[src/hw/rtl/ctsd_pkg.sv]
// ----------------------------------------------------------------------------
// ctsd_pkg
// Types and constants shared by the crank tooth sync decoder modules.
// ----------------------------------------------------------------------------
`default_nettype none

package ctsd_pkg;

  localparam logic [7:0]  TEETH_RESET  = 8'd12;
  localparam logic [7:0]  TEETH_MAX    = 8'd255;
  localparam int unsigned HALF_BIT     = 15;

  // Ticks per degree is period / 720. It saturates once the period reaches
  // 65536 * 720; below that, period / 720 = (period >> 4) / 45.
  localparam int unsigned DEG_PER_CYCLE  = 720;
  localparam logic [31:0] TPD_SAT_LIMIT  = 32'(65536 * DEG_PER_CYCLE);
  localparam int unsigned DIV_IN_W       = 22;
  localparam int unsigned RECIP_SHIFT    = 28;
  localparam int unsigned RECIP_W        = 23;
  localparam logic [RECIP_W-1:0] RECIP_M = 23'd5965233;  // ceil(2^28 / 45)
  localparam int unsigned PROD_W         = DIV_IN_W + RECIP_W;

  typedef struct packed {
    logic        in_sync;
    logic [7:0]  tooth_count;
    logic        sample_request;
    logic        sync_lost;
    logic        tooth_dropped;
    logic [31:0] cycle_period;
    logic [15:0] sync_loss_count;
    logic [15:0] dropped_count;
    logic [15:0] primary_edges_seen;
    logic [15:0] secondary_edges_seen;
  } ctsd_res_t;

endpackage

`default_nettype wire

[src/hw/rtl/ctsd_core.sv]
// ----------------------------------------------------------------------------
// ctsd_core
// Decoder state: tooth count, sync flag, reference timestamp, period and the
// event counters. Produces the result of an edge in the cycle it is taken.
// ----------------------------------------------------------------------------
`default_nettype none

module ctsd_core import ctsd_pkg::*; (
  input  wire logic        clk_i,
  input  wire logic        rst_ni,
  input  wire logic        cfg_we_i,
  input  wire logic [7:0]  cfg_wdata_i,
  input  wire logic        accept_i,
  input  wire logic        kind_i,
  input  wire logic        pin_high_i,
  input  wire logic [15:0] edge_time_i,
  input  wire logic [15:0] timer_high_i,
  input  wire logic        overflow_pending_i,
  output ctsd_res_t        res_o
);

  logic [7:0]  tpr_q;
  logic [7:0]  cnt_q, cnt_d, cnt_inc;
  logic        synced_q, synced_d;
  logic [31:0] last_q, last_d;
  logic [31:0] period_q, period_d;
  logic [15:0] losses_q, losses_d;
  logic [15:0] drops_q, drops_d;
  logic [15:0] prim_q, prim_d;
  logic [15:0] sec_q, sec_d;
  logic [15:0] stamp_hi;
  logic [31:0] stamp, interval;
  logic        sample, lost, dropped;

  always_comb begin
    cnt_inc  = (cnt_q == TEETH_MAX) ? cnt_q : cnt_q + 8'd1;
    stamp_hi = timer_high_i + {15'd0, (overflow_pending_i && !edge_time_i[HALF_BIT])};
    stamp    = {stamp_hi, edge_time_i};
    interval = stamp - last_q;

    cnt_d    = cnt_q;
    synced_d = synced_q;
    last_d   = last_q;
    period_d = period_q;
    losses_d = losses_q;
    drops_d  = drops_q;
    prim_d   = prim_q;
    sec_d    = sec_q;
    sample   = 1'b0;
    lost     = 1'b0;
    dropped  = 1'b0;

    if (!kind_i) begin
      if (pin_high_i) begin
        cnt_d = cnt_inc;
        if (!synced_q) begin
          drops_d = drops_q + 16'd1;
          dropped = 1'b1;
        end else if (cnt_inc > tpr_q) begin
          losses_d = losses_q + 16'd1;
          synced_d = 1'b0;
          cnt_d    = 8'd0;
          lost     = 1'b1;
        end else begin
          sample = !cnt_inc[0];
        end
      end
      prim_d = prim_q + 16'd1;
    end else begin
      if (pin_high_i) begin
        // The count is checked against the expected value before it clears.
        if (synced_q && (cnt_q != tpr_q)) begin
          losses_d = losses_q + 16'd1;
          lost     = 1'b1;
        end
        cnt_d    = 8'd0;
        period_d = {interval[30:0], 1'b0};
        last_d   = stamp;
        synced_d = 1'b1;
      end
      sec_d = sec_q + 16'd1;
    end
  end

  always_comb begin
    res_o.in_sync              = synced_d;
    res_o.tooth_count          = cnt_d;
    res_o.sample_request       = sample;
    res_o.sync_lost            = lost;
    res_o.tooth_dropped        = dropped;
    res_o.cycle_period         = period_d;
    res_o.sync_loss_count      = losses_d;
    res_o.dropped_count        = drops_d;
    res_o.primary_edges_seen   = prim_d;
    res_o.secondary_edges_seen = sec_d;
  end

  always_ff @(posedge clk_i or negedge rst_ni) begin
    if (!rst_ni) begin
      tpr_q <= TEETH_RESET;
    end else if (cfg_we_i) begin
      tpr_q <= cfg_wdata_i;
    end
  end

  always_ff @(posedge clk_i or negedge rst_ni) begin
    if (!rst_ni) begin
      cnt_q    <= '0;
      synced_q <= 1'b0;
      last_q   <= '0;
      period_q <= '0;
      losses_q <= '0;
      drops_q  <= '0;
      prim_q   <= '0;
      sec_q    <= '0;
    end else if (accept_i) begin
      cnt_q    <= cnt_d;
      synced_q <= synced_d;
      last_q   <= last_d;
      period_q <= period_d;
      losses_q <= losses_d;
      drops_q  <= drops_d;
      prim_q   <= prim_d;
      sec_q    <= sec_d;
    end
  end

endmodule

`default_nettype wire

[src/hw/rtl/ctsd_tpd.sv]
// ----------------------------------------------------------------------------
// ctsd_tpd
// Output stage: divides the cycle period by 720 with a reciprocal multiply,
// saturates to 16 bits and holds the finished result beat.
// ----------------------------------------------------------------------------
`default_nettype none

module ctsd_tpd import ctsd_pkg::*; (
  input  wire logic        clk_i,
  input  wire logic        en_i,
  input  wire ctsd_res_t   res_i,
  output ctsd_res_t        res_o,
  output      logic [15:0] tpd_o
);

  logic              sat;
  logic [DIV_IN_W-1:0] div_in;
  logic [PROD_W-1:0] prod;
  logic [15:0]       tpd_d;
  ctsd_res_t         res_q;
  logic [15:0]       tpd_q;

  // Below the saturation limit the period fits in 26 bits, so bits 25:4 are
  // the whole quotient input; the reciprocal is exact over that range.
  always_comb begin
    sat    = (res_i.cycle_period >= TPD_SAT_LIMIT);
    div_in = res_i.cycle_period[DIV_IN_W+3:4];
    prod   = PROD_W'(div_in) * PROD_W'(RECIP_M);
    tpd_d  = sat ? 16'hFFFF : prod[RECIP_SHIFT +: 16];
  end

  always_ff @(posedge clk_i) begin
    if (en_i) begin
      res_q <= res_i;
      tpd_q <= tpd_d;
    end
  end

  assign res_o = res_q;
  assign tpd_o = tpd_q;

endmodule

`default_nettype wire

[src/hw/rtl/crank_tooth_sync_decoder_top.sv]
// ----------------------------------------------------------------------------
// crank_tooth_sync_decoder_top
// Crank trigger wheel decoder, evenly spaced teeth plus a reference pulse.
// ----------------------------------------------------------------------------
//   Channel  Direction  Handshake               Payload
//   in       input      in_valid_i/in_stall_o   kind, pin_high, edge_time,
//                                               timer_high, overflow_pending
//   out      output     out_valid_o/out_stall_i in_sync ... secondary_edges_seen
//   cfg      input      cfg_we_i                teeth_per_reference
//
// One edge beat is accepted per cycle while in_stall_o is low; its result is
// registered in stage one, then in the output register, with the period divide
// and its multiplier in between. Decoder state updates at acceptance. A stalled
// output holds its beat while the first stage can still take one.
// Reset clears all decoder state and sets the expected teeth to 12.
// ----------------------------------------------------------------------------
`default_nettype none

module crank_tooth_sync_decoder_top import ctsd_pkg::*; (
  input  wire logic        clk_i,
  input  wire logic        rst_ni,
  input  wire logic        cfg_we_i,
  input  wire logic [7:0]  cfg_wdata_i,
  input  wire logic        in_valid_i,
  output      logic        in_stall_o,
  input  wire logic        kind_i,
  input  wire logic        pin_high_i,
  input  wire logic [15:0] edge_time_i,
  input  wire logic [15:0] timer_high_i,
  input  wire logic        overflow_pending_i,
  output      logic        out_valid_o,
  input  wire logic        out_stall_i,
  output      logic        in_sync_o,
  output      logic [7:0]  tooth_count_o,
  output      logic        sample_request_o,
  output      logic        sync_lost_o,
  output      logic        tooth_dropped_o,
  output      logic [31:0] cycle_period_o,
  output      logic [15:0] ticks_per_degree_o,
  output      logic [15:0] sync_loss_count_o,
  output      logic [15:0] dropped_count_o,
  output      logic [15:0] primary_edges_seen_o,
  output      logic [15:0] secondary_edges_seen_o
);

  logic      accept;
  logic      s1_valid_q, s1_valid_d;
  logic      s2_valid_q, s2_valid_d;
  logic      s2_en;
  ctsd_res_t core_res;
  ctsd_res_t s1_res_q;
  ctsd_res_t out_res;

  assign s2_en      = s1_valid_q && (!s2_valid_q || !out_stall_i);
  assign in_stall_o = s1_valid_q && !s2_en;
  assign accept     = in_valid_i && !in_stall_o;

  always_comb begin
    s1_valid_d = s1_valid_q;
    if (accept) begin
      s1_valid_d = 1'b1;
    end else if (s2_en) begin
      s1_valid_d = 1'b0;
    end
    s2_valid_d = s2_valid_q;
    if (s2_en) begin
      s2_valid_d = 1'b1;
    end else if (!out_stall_i) begin
      s2_valid_d = 1'b0;
    end
  end

  always_ff @(posedge clk_i or negedge rst_ni) begin
    if (!rst_ni) begin
      s1_valid_q <= 1'b0;
      s2_valid_q <= 1'b0;
    end else begin
      s1_valid_q <= s1_valid_d;
      s2_valid_q <= s2_valid_d;
    end
  end

  ctsd_core u_core (
    .clk_i              (clk_i),
    .rst_ni             (rst_ni),
    .cfg_we_i           (cfg_we_i),
    .cfg_wdata_i        (cfg_wdata_i),
    .accept_i           (accept),
    .kind_i             (kind_i),
    .pin_high_i         (pin_high_i),
    .edge_time_i        (edge_time_i),
    .timer_high_i       (timer_high_i),
    .overflow_pending_i (overflow_pending_i),
    .res_o              (core_res)
  );

  always_ff @(posedge clk_i) begin
    if (accept) begin
      s1_res_q <= core_res;
    end
  end

  ctsd_tpd u_tpd (
    .clk_i (clk_i),
    .en_i  (s2_en),
    .res_i (s1_res_q),
    .res_o (out_res),
    .tpd_o (ticks_per_degree_o)
  );

  assign out_valid_o            = s2_valid_q;
  assign in_sync_o              = out_res.in_sync;
  assign tooth_count_o          = out_res.tooth_count;
  assign sample_request_o       = out_res.sample_request;
  assign sync_lost_o            = out_res.sync_lost;
  assign tooth_dropped_o        = out_res.tooth_dropped;
  assign cycle_period_o         = out_res.cycle_period;
  assign sync_loss_count_o      = out_res.sync_loss_count;
  assign dropped_count_o        = out_res.dropped_count;
  assign primary_edges_seen_o   = out_res.primary_edges_seen;
  assign secondary_edges_seen_o = out_res.secondary_edges_seen;

endmodule

`default_nettype wire

[config.mk]
export PLATFORM = sky130hd
export DESIGN_NAME = crank_tooth_sync_decoder_top
export DESIGN_NICKNAME = d
export VERILOG_FILES = /design/src/hw/rtl/ctsd_pkg.sv /design/src/hw/rtl/ctsd_core.sv /design/src/hw/rtl/ctsd_tpd.sv /design/src/hw/rtl/crank_tooth_sync_decoder_top.sv
export SDC_FILE = /design/constraint.sdc
export NUM_CORES = 1
export LEC_CHECK = 0
export BUFFER_PORTS_ARGS = -buffer_cell sky130_fd_sc_hd__buf_4
export CORE_MARGIN = 4
export CORE_UTILIZATION = 25
export CTS_BUF_LIST = sky130_fd_sc_hd__clkbuf_8
export CTS_CLUSTER_DIAMETER = 40
export DETAILED_ROUTE_END_ITERATION = 7
export HOLD_SLACK_MARGIN = 0.05
export MAX_ROUTING_LAYER = met4
export PLACE_DENSITY_LB_ADDON = 0.3
export SLEW_MARGIN = 20
export SYNTH_ARGS = -nofsm -noshare
export SYNTH_HDL_FRONTEND = slang
export SYNTH_HIERARCHICAL = 1
export SYNTH_SLANG_ARGS = --single-unit
[constraint.sdc]
create_clock -name clk_i -period 25.3 [get_ports clk_i]
set_input_delay 1.265 -clock clk_i [delete_from_list [all_inputs] [get_ports clk_i]]
set_output_delay 1.265 -clock clk_i [all_outputs]
set_load 0.02 [all_outputs]
==> key figures, run 1 <==
GRT
  • Vias in the first global route: 16,400
  • Gr usage total: 12.5%
  • Grt total ovfl: 0
  • Largest net degree at the start of global routing: 87
  • First-pass GRT wire length: 96,600 µm
  • Initial antenna violation count: 2

Timing
  • RSZ-0062 raised after global routing: false
  • Slew @ Worst Pin: 0.939 ns
  • Part of the cycle the worst path needs: 26.4%
  • Max Fclk: 150 MHz
  • Fin crit period: around 6.7 ns
  • Min Hold Slack: about 0.4 ns
  • Final TNS setup: 0 ns
  • Final hold vios: 0
  • Slew Viols, Final: 0
  • Post-Route Skew: between 0.03 and 0.04 ns
  • Slew margin rel.: 36.8%
  • Final setup vio count: 0

Clocking
  • Worst-skew pair later-pin latency: 0.65 ns
  • CTS Buf Count: 81
  • TritonCTS clock tree: yes
  • Post-CTS setup buffers: 0
  • CTS Hold Bufs: 0
  • CTS root buf: clkbuf_8
  • Reg clk slew, reported paths: 0.07 ns
  • Clk sinks: approximately 380
  • Post-CTS Resized: 0
  • H-tree levels: 3
  • CTS max path bufs: 3

Critical path
  • Critical path class: register to register
  • Worst Path Required: about 26 ns
  • CP Capture Type: register
  • Setup crit start kind: register
  • Crit path max fanout: 6
  • Arr. time, crit path: 7.08 ns

Floorplanning
  • Boundary pin count: between 150 and 200
  • Die ar.: 101,000 µm²
  • Width of the chip: 318 µm
  • Row count: 113
  • Die Span Y: 318 µm
  • Core area: 95,300 µm²
  • Initial Util: between 20% and 30%

Final layout
  • Filler cells: 9,948
  • Nets: 2,784
  • Layout cells sized above 1: 14.9%
  • Layout area overhead: 18.2%

Drt
  • Final wirelength: 61,600 µm
  • Post-DRT Antenna Nets: 0
  • Number of detailed-route iterations in the first pass: 7
  • Vias: between 15,000 and 20,000
  • 1st-iter DRT viols: 878
  • Drt drc: 0
  • WL/cell: 16.6 µm
  • Via density: 4.31

Synthesis
  • Ys flop type: edfxtp_1
  • Synth area leader: edfxtp_1
  • Synth top cells by count: inv_1 (315), ha_1 (236), edfxtp_1 (232)
  • Synth Instances: 2,172
  • Post-synthesis async set-or-reset flop share: approximately two fifths
  • Top post-synthesis cells by area: edfxtp_1 (29%), dfrtp_1 (15%), ha_1 (12%)
  • Count leader, synth: inv_1
  • Syn Std Cell Area: 24,100 µm²
  • Area share of the largest cell type after synthesis: 28.9%
  • Number of library cell types mapped by synthesis: 74
  • Number of flops mapped to enable cells by yosys: approximately 230
  • Syn nets: 2,585
  • Sequential-to-total area share from yosys stat: 44.1%
  • Synthesized area per cell: 11.1 µm²
  • Yosys Warn Count: 6
  • #FFs+latches synth: 378

Place
  • I/O Buffers: 172
  • HPWL Detailed: 46,400 µm
  • GPL Wtd Cong: 0.832

Run status
  • Status: completed

Run
  • Max Cap Viol: 0

Min path
  • Hold WC Path Type: register to register
worst max-delay path, cell delays in order, from the launching register on:
cell and delay (ns):
edfxtp_1 0.56, inv_1 0.14, ha_1 0.36, fa_1 0.54, inv_1 0.06, fa_1 0.49
inv_1 0.05, fa_1 0.51, fa_1 0.55, fa_1 0.54, inv_1 0.06, fa_1 0.58
inv_1 0.06, ha_1 0.38, a21oi_1 0.37, o21ai_0 0.16, a221oi_1 0.52, a31oi_1 0.22
o21ai_0 0.19, nand3b_1 0.09
routing by layer:
metal,track usage (%),wire [µm],vias to the layer above
met4,3.60,1370,0
met3,2.64,2980,86
li1,-,-,7837
met2,19.3,28200,288
met1,16.6,29100,7759
met5,-,0,-
registers in the layout, summed over array words and instances (netlist names):
signal,cells
u_core/drops_q,16
s1_valid_q,1
u_tpd/res_o,108
u_core/last_q,31
u_core/synced_q,1
u_core/period_q,32
u_tpd/tpd_o,16
u_core/sec_q,16
out_valid_o,1
u_core/prim_q,16
u_core/tpr_q,8
u_core/losses_q,16
u_core/cnt_q,8
s1_res_q,108
area by class of cell:
type | instances | area, µm² | area share, %
flip-flops and latches | 378 | 10600 | 37.3
clock inverters | 66 | 541 | 1.90
well taps | 1265 | 1580 | 5.56
diodes | 3 | 7.51 | 0.0264
multi-input cells | 1414 | 12000 | 42.2
inverters | 315 | 1180 | 4.15
clock buffers | 84 | 1160 | 4.06
repair buffers | 181 | 1360 | 4.78
stage by stage:
step / instances / setup WS, ns / area, µm² / util (%)
6_report: 3706 / 18.61 / 28500 / 29.9
3_3_place_gp: 3553 / 18.68 / 26800 / 28.1
5_1_grt: 3706 / 18.31 / 28500 / 29.9
4_1_cts: 3703 / 18.65 / 28500 / 29.9
2_1_floorplan: 2172 / 14.31 / 24100 / -
3_5_place_dp: 3553 / 18.66 / 26800 / 28.1
cells by family after synthesis:
family | synth area share (%)
simple gates | 9.67
compound gates | 9.06
flops | 44.1
buf+inv | 6.10
mux | 1.51
fa+ha+maj | 23.0
xor+xnor | 6.61
cell usage in the layout, fill, tap and decap left out, drive strengths merged, types with 10 or more instances in the layout:
master and count:
a21o 32, a21oi 93, and2 10, and3 41, buf 181, clkbuf 84, clkinv 30, clkinvlp 14
dfrtp 144, edfxtp 232, fa 129, ha 236, inv 330, mux2 27, nand2 192, nand2b 10
nand3 71, nand4 32, nor2 72, nor3 20, o211ai 12, o21a 16, o21ai 110, o21bai 13
xnor2 127, xor2 55
worst paths after layout:
| path | endpoint | slack [ns] | from | cells after the start |
|---|---|---|---|---|
| worst max-delay path | u_tpd/tpd_o[15]$_SDFFCE_PP1P_ | 18.61 | s1_res_q[82]$_DFFE_PP_ | 19 |
| worst min-delay path | u_tpd/res_o[54]$_DFFE_PP_ | 0.41 | s1_res_q[54]$_DFFE_PP_ | 0 |
| worst max register to register | u_tpd/tpd_o[15]$_SDFFCE_PP1P_ | 18.61 | s1_res_q[82]$_DFFE_PP_ | 19 |
| worst min register to register | u_tpd/res_o[54]$_DFFE_PP_ | 0.41 | s1_res_q[54]$_DFFE_PP_ | 0 |
| max in group asynchronous | u_core/last_q[18]$_DFFE_PN0P_ | 23.15 | rst_ni | 2 |
| min in group asynchronous | u_core/losses_q[13]$_DFFE_PN0P_ | 0.67 | rst_ni | 1 |
Power of run 1 is not shown: default switching activity piles up to over one toggle a cycle in this logic, so the estimate is an artifact.
==> inputs of run 2 (changes only) <==
==> constraint.sdc (replaced) <==
create_clock -name clk_i -period 6.9 [get_ports clk_i]
set_input_delay 0.345 -clock clk_i [delete_from_list [all_inputs] [get_ports clk_i]]
set_output_delay 0.345 -clock clk_i [all_outputs]
set_load 0.02 [all_outputs]
==> run 2 against run 1 <==
Net effect: via count about the same; die area unchanged; register-to-register slack got worse by 18 ns; highest routed layer unchanged; sequential share of layout area decreased by 0.88 points; setup slack got worse by 18 ns; count of clock-buffer cells in the layout increased by 6; non-clock buffer count increased by 65; global-route usage about the same; critical path depth unchanged; critical path type unchanged; sequential cell count unchanged; first-iteration DRC count decreased by 7.5%; clock skew decreased by 0.00051 ns.
==> key figures, run 2 (synthesis results as in run 1) <==
Run status
  • Status: completed

Critical path
  • Worst path max stage delay: 0.57 ns (about the same)
  • Setup crit start kind: register
  • CP Capture Type: register
  • Crit path max-delay cell type: fa_1
  • Arr. time, crit path: 6.85 ns (-0.23 ns)
  • Worst Path Required: 7.30 ns (-18.39 ns)
  • Critical path class: register to register
  • CP most frequent cell: fa_1
  • R2R depth: 19 (unchanged)
  • Crit path max fanout: 6 (unchanged)
  • CP cell instances: inv_1 -> ha_1 -> fa_1 -> inv_1 -> fa_1 -> inv_1 -> fa_1 -> fa_1 -> fa_1 -> inv_1 -> fa_1 -> inv_1 -> ha_1 -> nand2_1 -> nor4_1 -> a221oi_1 -> a31oi_1 -> nor3_1 -> nand3b_1

Clocking
  • CTS Buf Count: 81 (unchanged)
  • Worst-skew pair later-pin latency: 0.68 ns (+0.03 ns)
  • TritonCTS clock tree: yes
  • Clk sinks: 378 (unchanged)
  • Reg clk slew, reported paths: 0.05 ns (-0.02 ns)
  • CTS max path bufs: 3 (unchanged)
  • H-tree levels: 3 (unchanged)
  • CTS root buf: clkbuf_8

Min path
  • Hold WC Path Type: input pin to register
  • Worst Hold Depth: 3 (+3)

GRT
  • Gr usage total: 12.5% (about the same)
  • First-pass GRT wire length: 96,600 µm (about the same)
  • Vias in the first global route: 16,700 (+1.4%)
  • Initial antenna violation count: 9 (+7)
  • Largest net degree at the start of global routing: 91 (+4.6%)
  • Grt total ovfl: 0 (unchanged)

Timing
  • Final setup vio count: 0 (unchanged)
  • Fin crit period: 6.45 ns (-0.236 ns)
  • Part of the cycle the worst path needs: 93.5% (+67 points)
  • Final hold vios: 0 (unchanged)
  • Slew @ Worst Pin: 1.19 ns (+0.255 ns)
  • RSZ-0062 raised after global routing: false
  • Post-Route Skew: 0.0365 ns (-0.000513 ns)
  • Slew margin rel.: 19.7% (-17 points)
  • Final TNS setup: 0 ns (unchanged)
  • Slew Viols, Final: 0 (unchanged)
  • Max Fclk: 155 MHz (+3.7%)

Drt
  • Post-DRT Antenna Nets: 0 (unchanged)
  • Drt drc: 0 (unchanged)
  • 1st-iter DRT viols: 812 (-7.5%)
  • Final wirelength: 61,200 µm (-0.71%)
  • Number of detailed-route iterations in the first pass: 5 (-2)
  • WL/cell: 16.2 µm (-2.6%)
  • Vias: 16,000 (+0.013%)
  • Via density: 4.23 (-1.9%)

Final layout
  • Layout cells sized above 1: 14.8% (-0.12 points)
  • Area taken by multi-input logic gates: 12,000 µm² (unchanged)
  • Most frequent cells in the layout: inv_1 (338), ha_1 (236), edfxtp_1 (232), nand2_1 (190), buf_4 (186)
  • Filler cells: 9,953 (+0.050%)
  • Nets: 2,849 (+2.3%)
  • Seq. cell area: 10,600 µm² (unchanged)
  • Commonest non-fill, non-tap cell in the layout: inv_1
  • Layout area overhead: 21.1%

Place
  • HPWL Detailed: 46,700 µm (+0.60%)
  • GPL Wtd Cong: 0.856 (+2.9%)
  • I/O Buffers: 172 (unchanged)

Floorplanning
  • Die Span Y: 318 µm (unchanged)
  • Width of the chip: 318 µm (unchanged)
  • Row count: 113 (unchanged)
  • Initial Util: 25.3% (unchanged)
  • Die ar.: 101,000 µm² (unchanged)
  • Core area: 95,300 µm² (unchanged)
  • Boundary pin count: 174 (unchanged)

Run
  • Max Cap Viol: 0 (unchanged)
## run 2: critical path: cells and delay by family, from the launching register on
| family | cells | cell delay [ns] |
|---|---|---|
| AO/OA/AOI/OAI | 2 | 0.54 |
| adder cells (fa/ha/maj) | 8 | 3.91 |
| buffers and inverters | 5 | 0.32 |
| flip-flops | 1 | 0.55 |
| AND/OR/NAND/NOR | 4 | 0.85 |
## run 2: worst paths after layout
| check | startpoint | to | slack [ns] |
|---|---|---|---|
| max | s1_res_q[83]$_DFFE_PP_ | u_tpd/tpd_o[15]$_SDFFCE_PP1P_ | 0.45 |
| min | timer_high_i[1] | u_core/last_q[17]$_DFFE_PN0P_ | 0.14 |
| max reg2reg | s1_res_q[83]$_DFFE_PP_ | u_tpd/tpd_o[15]$_SDFFCE_PP1P_ | 0.45 |
| min reg2reg | s1_res_q[32]$_DFFE_PP_ | u_tpd/res_o[32]$_DFFE_PP_ | 0.41 |
| max in group asynchronous | rst_ni | u_core/last_q[23]$_DFFE_PN0P_ | 5.14 |
| min in group asynchronous | rst_ni | s1_valid_q$_DFFE_PN0P_ | 0.36 |
## run 2: timing repair
item                                   in CTS  in global routing
endpoints found under the hold margin     134                  0
gates resized for setup                     0                  0
setup buffers                               0                  0
hold buffers                               59                  0
## run 2: stage by stage
step / util (%) / hold WS (ns) / std cells / setup WS (ns) / instance area (µm²)
finish: 30.6 / 0.136 / 3779 / 0.451 / 29200
global route: 30.6 / 0.0800 / 3779 / 0.0546 / 29200
CTS: 30.6 / 0.0530 / 3770 / 0.443 / 29200
detailed placement: 28.2 / 0.405 / 3559 / 0.464 / 26800
global placement: 28.2 / 0.400 / 3559 / 0.472 / 26800
floorplan: - / 0.0494 / 2172 / 0.956 / 24100
## run 2: layer usage
| layer | up-vias | wire length (µm) | part of all wire, % | GRT usage [%] |
|---|---|---|---|---|
| met2 | 271 | 28100 | 46 | 19.5 |
| met1 | 7628 | 28600 | 47 | 16.1 |
| met5 | - | 0 | 0 | - |
| met3 | 94 | 2970 | 4.9 | 2.90 |
| li1 | 7979 | - | - | - |
| met4 | 0 | 1500 | 2.4 | 3.82 |
## run 2: layout make-up
class	count	area share (%)
diodes	9	0.0772
clock buffers	90	4.25
clock inverters	62	1.71
inverters	315	4.05
multi-input cells	1414	41.2
flip-flops and latches	378	36.4
well taps	1265	5.42
repair buffers	246	6.85
Power of run 2 is left out for the same reason.
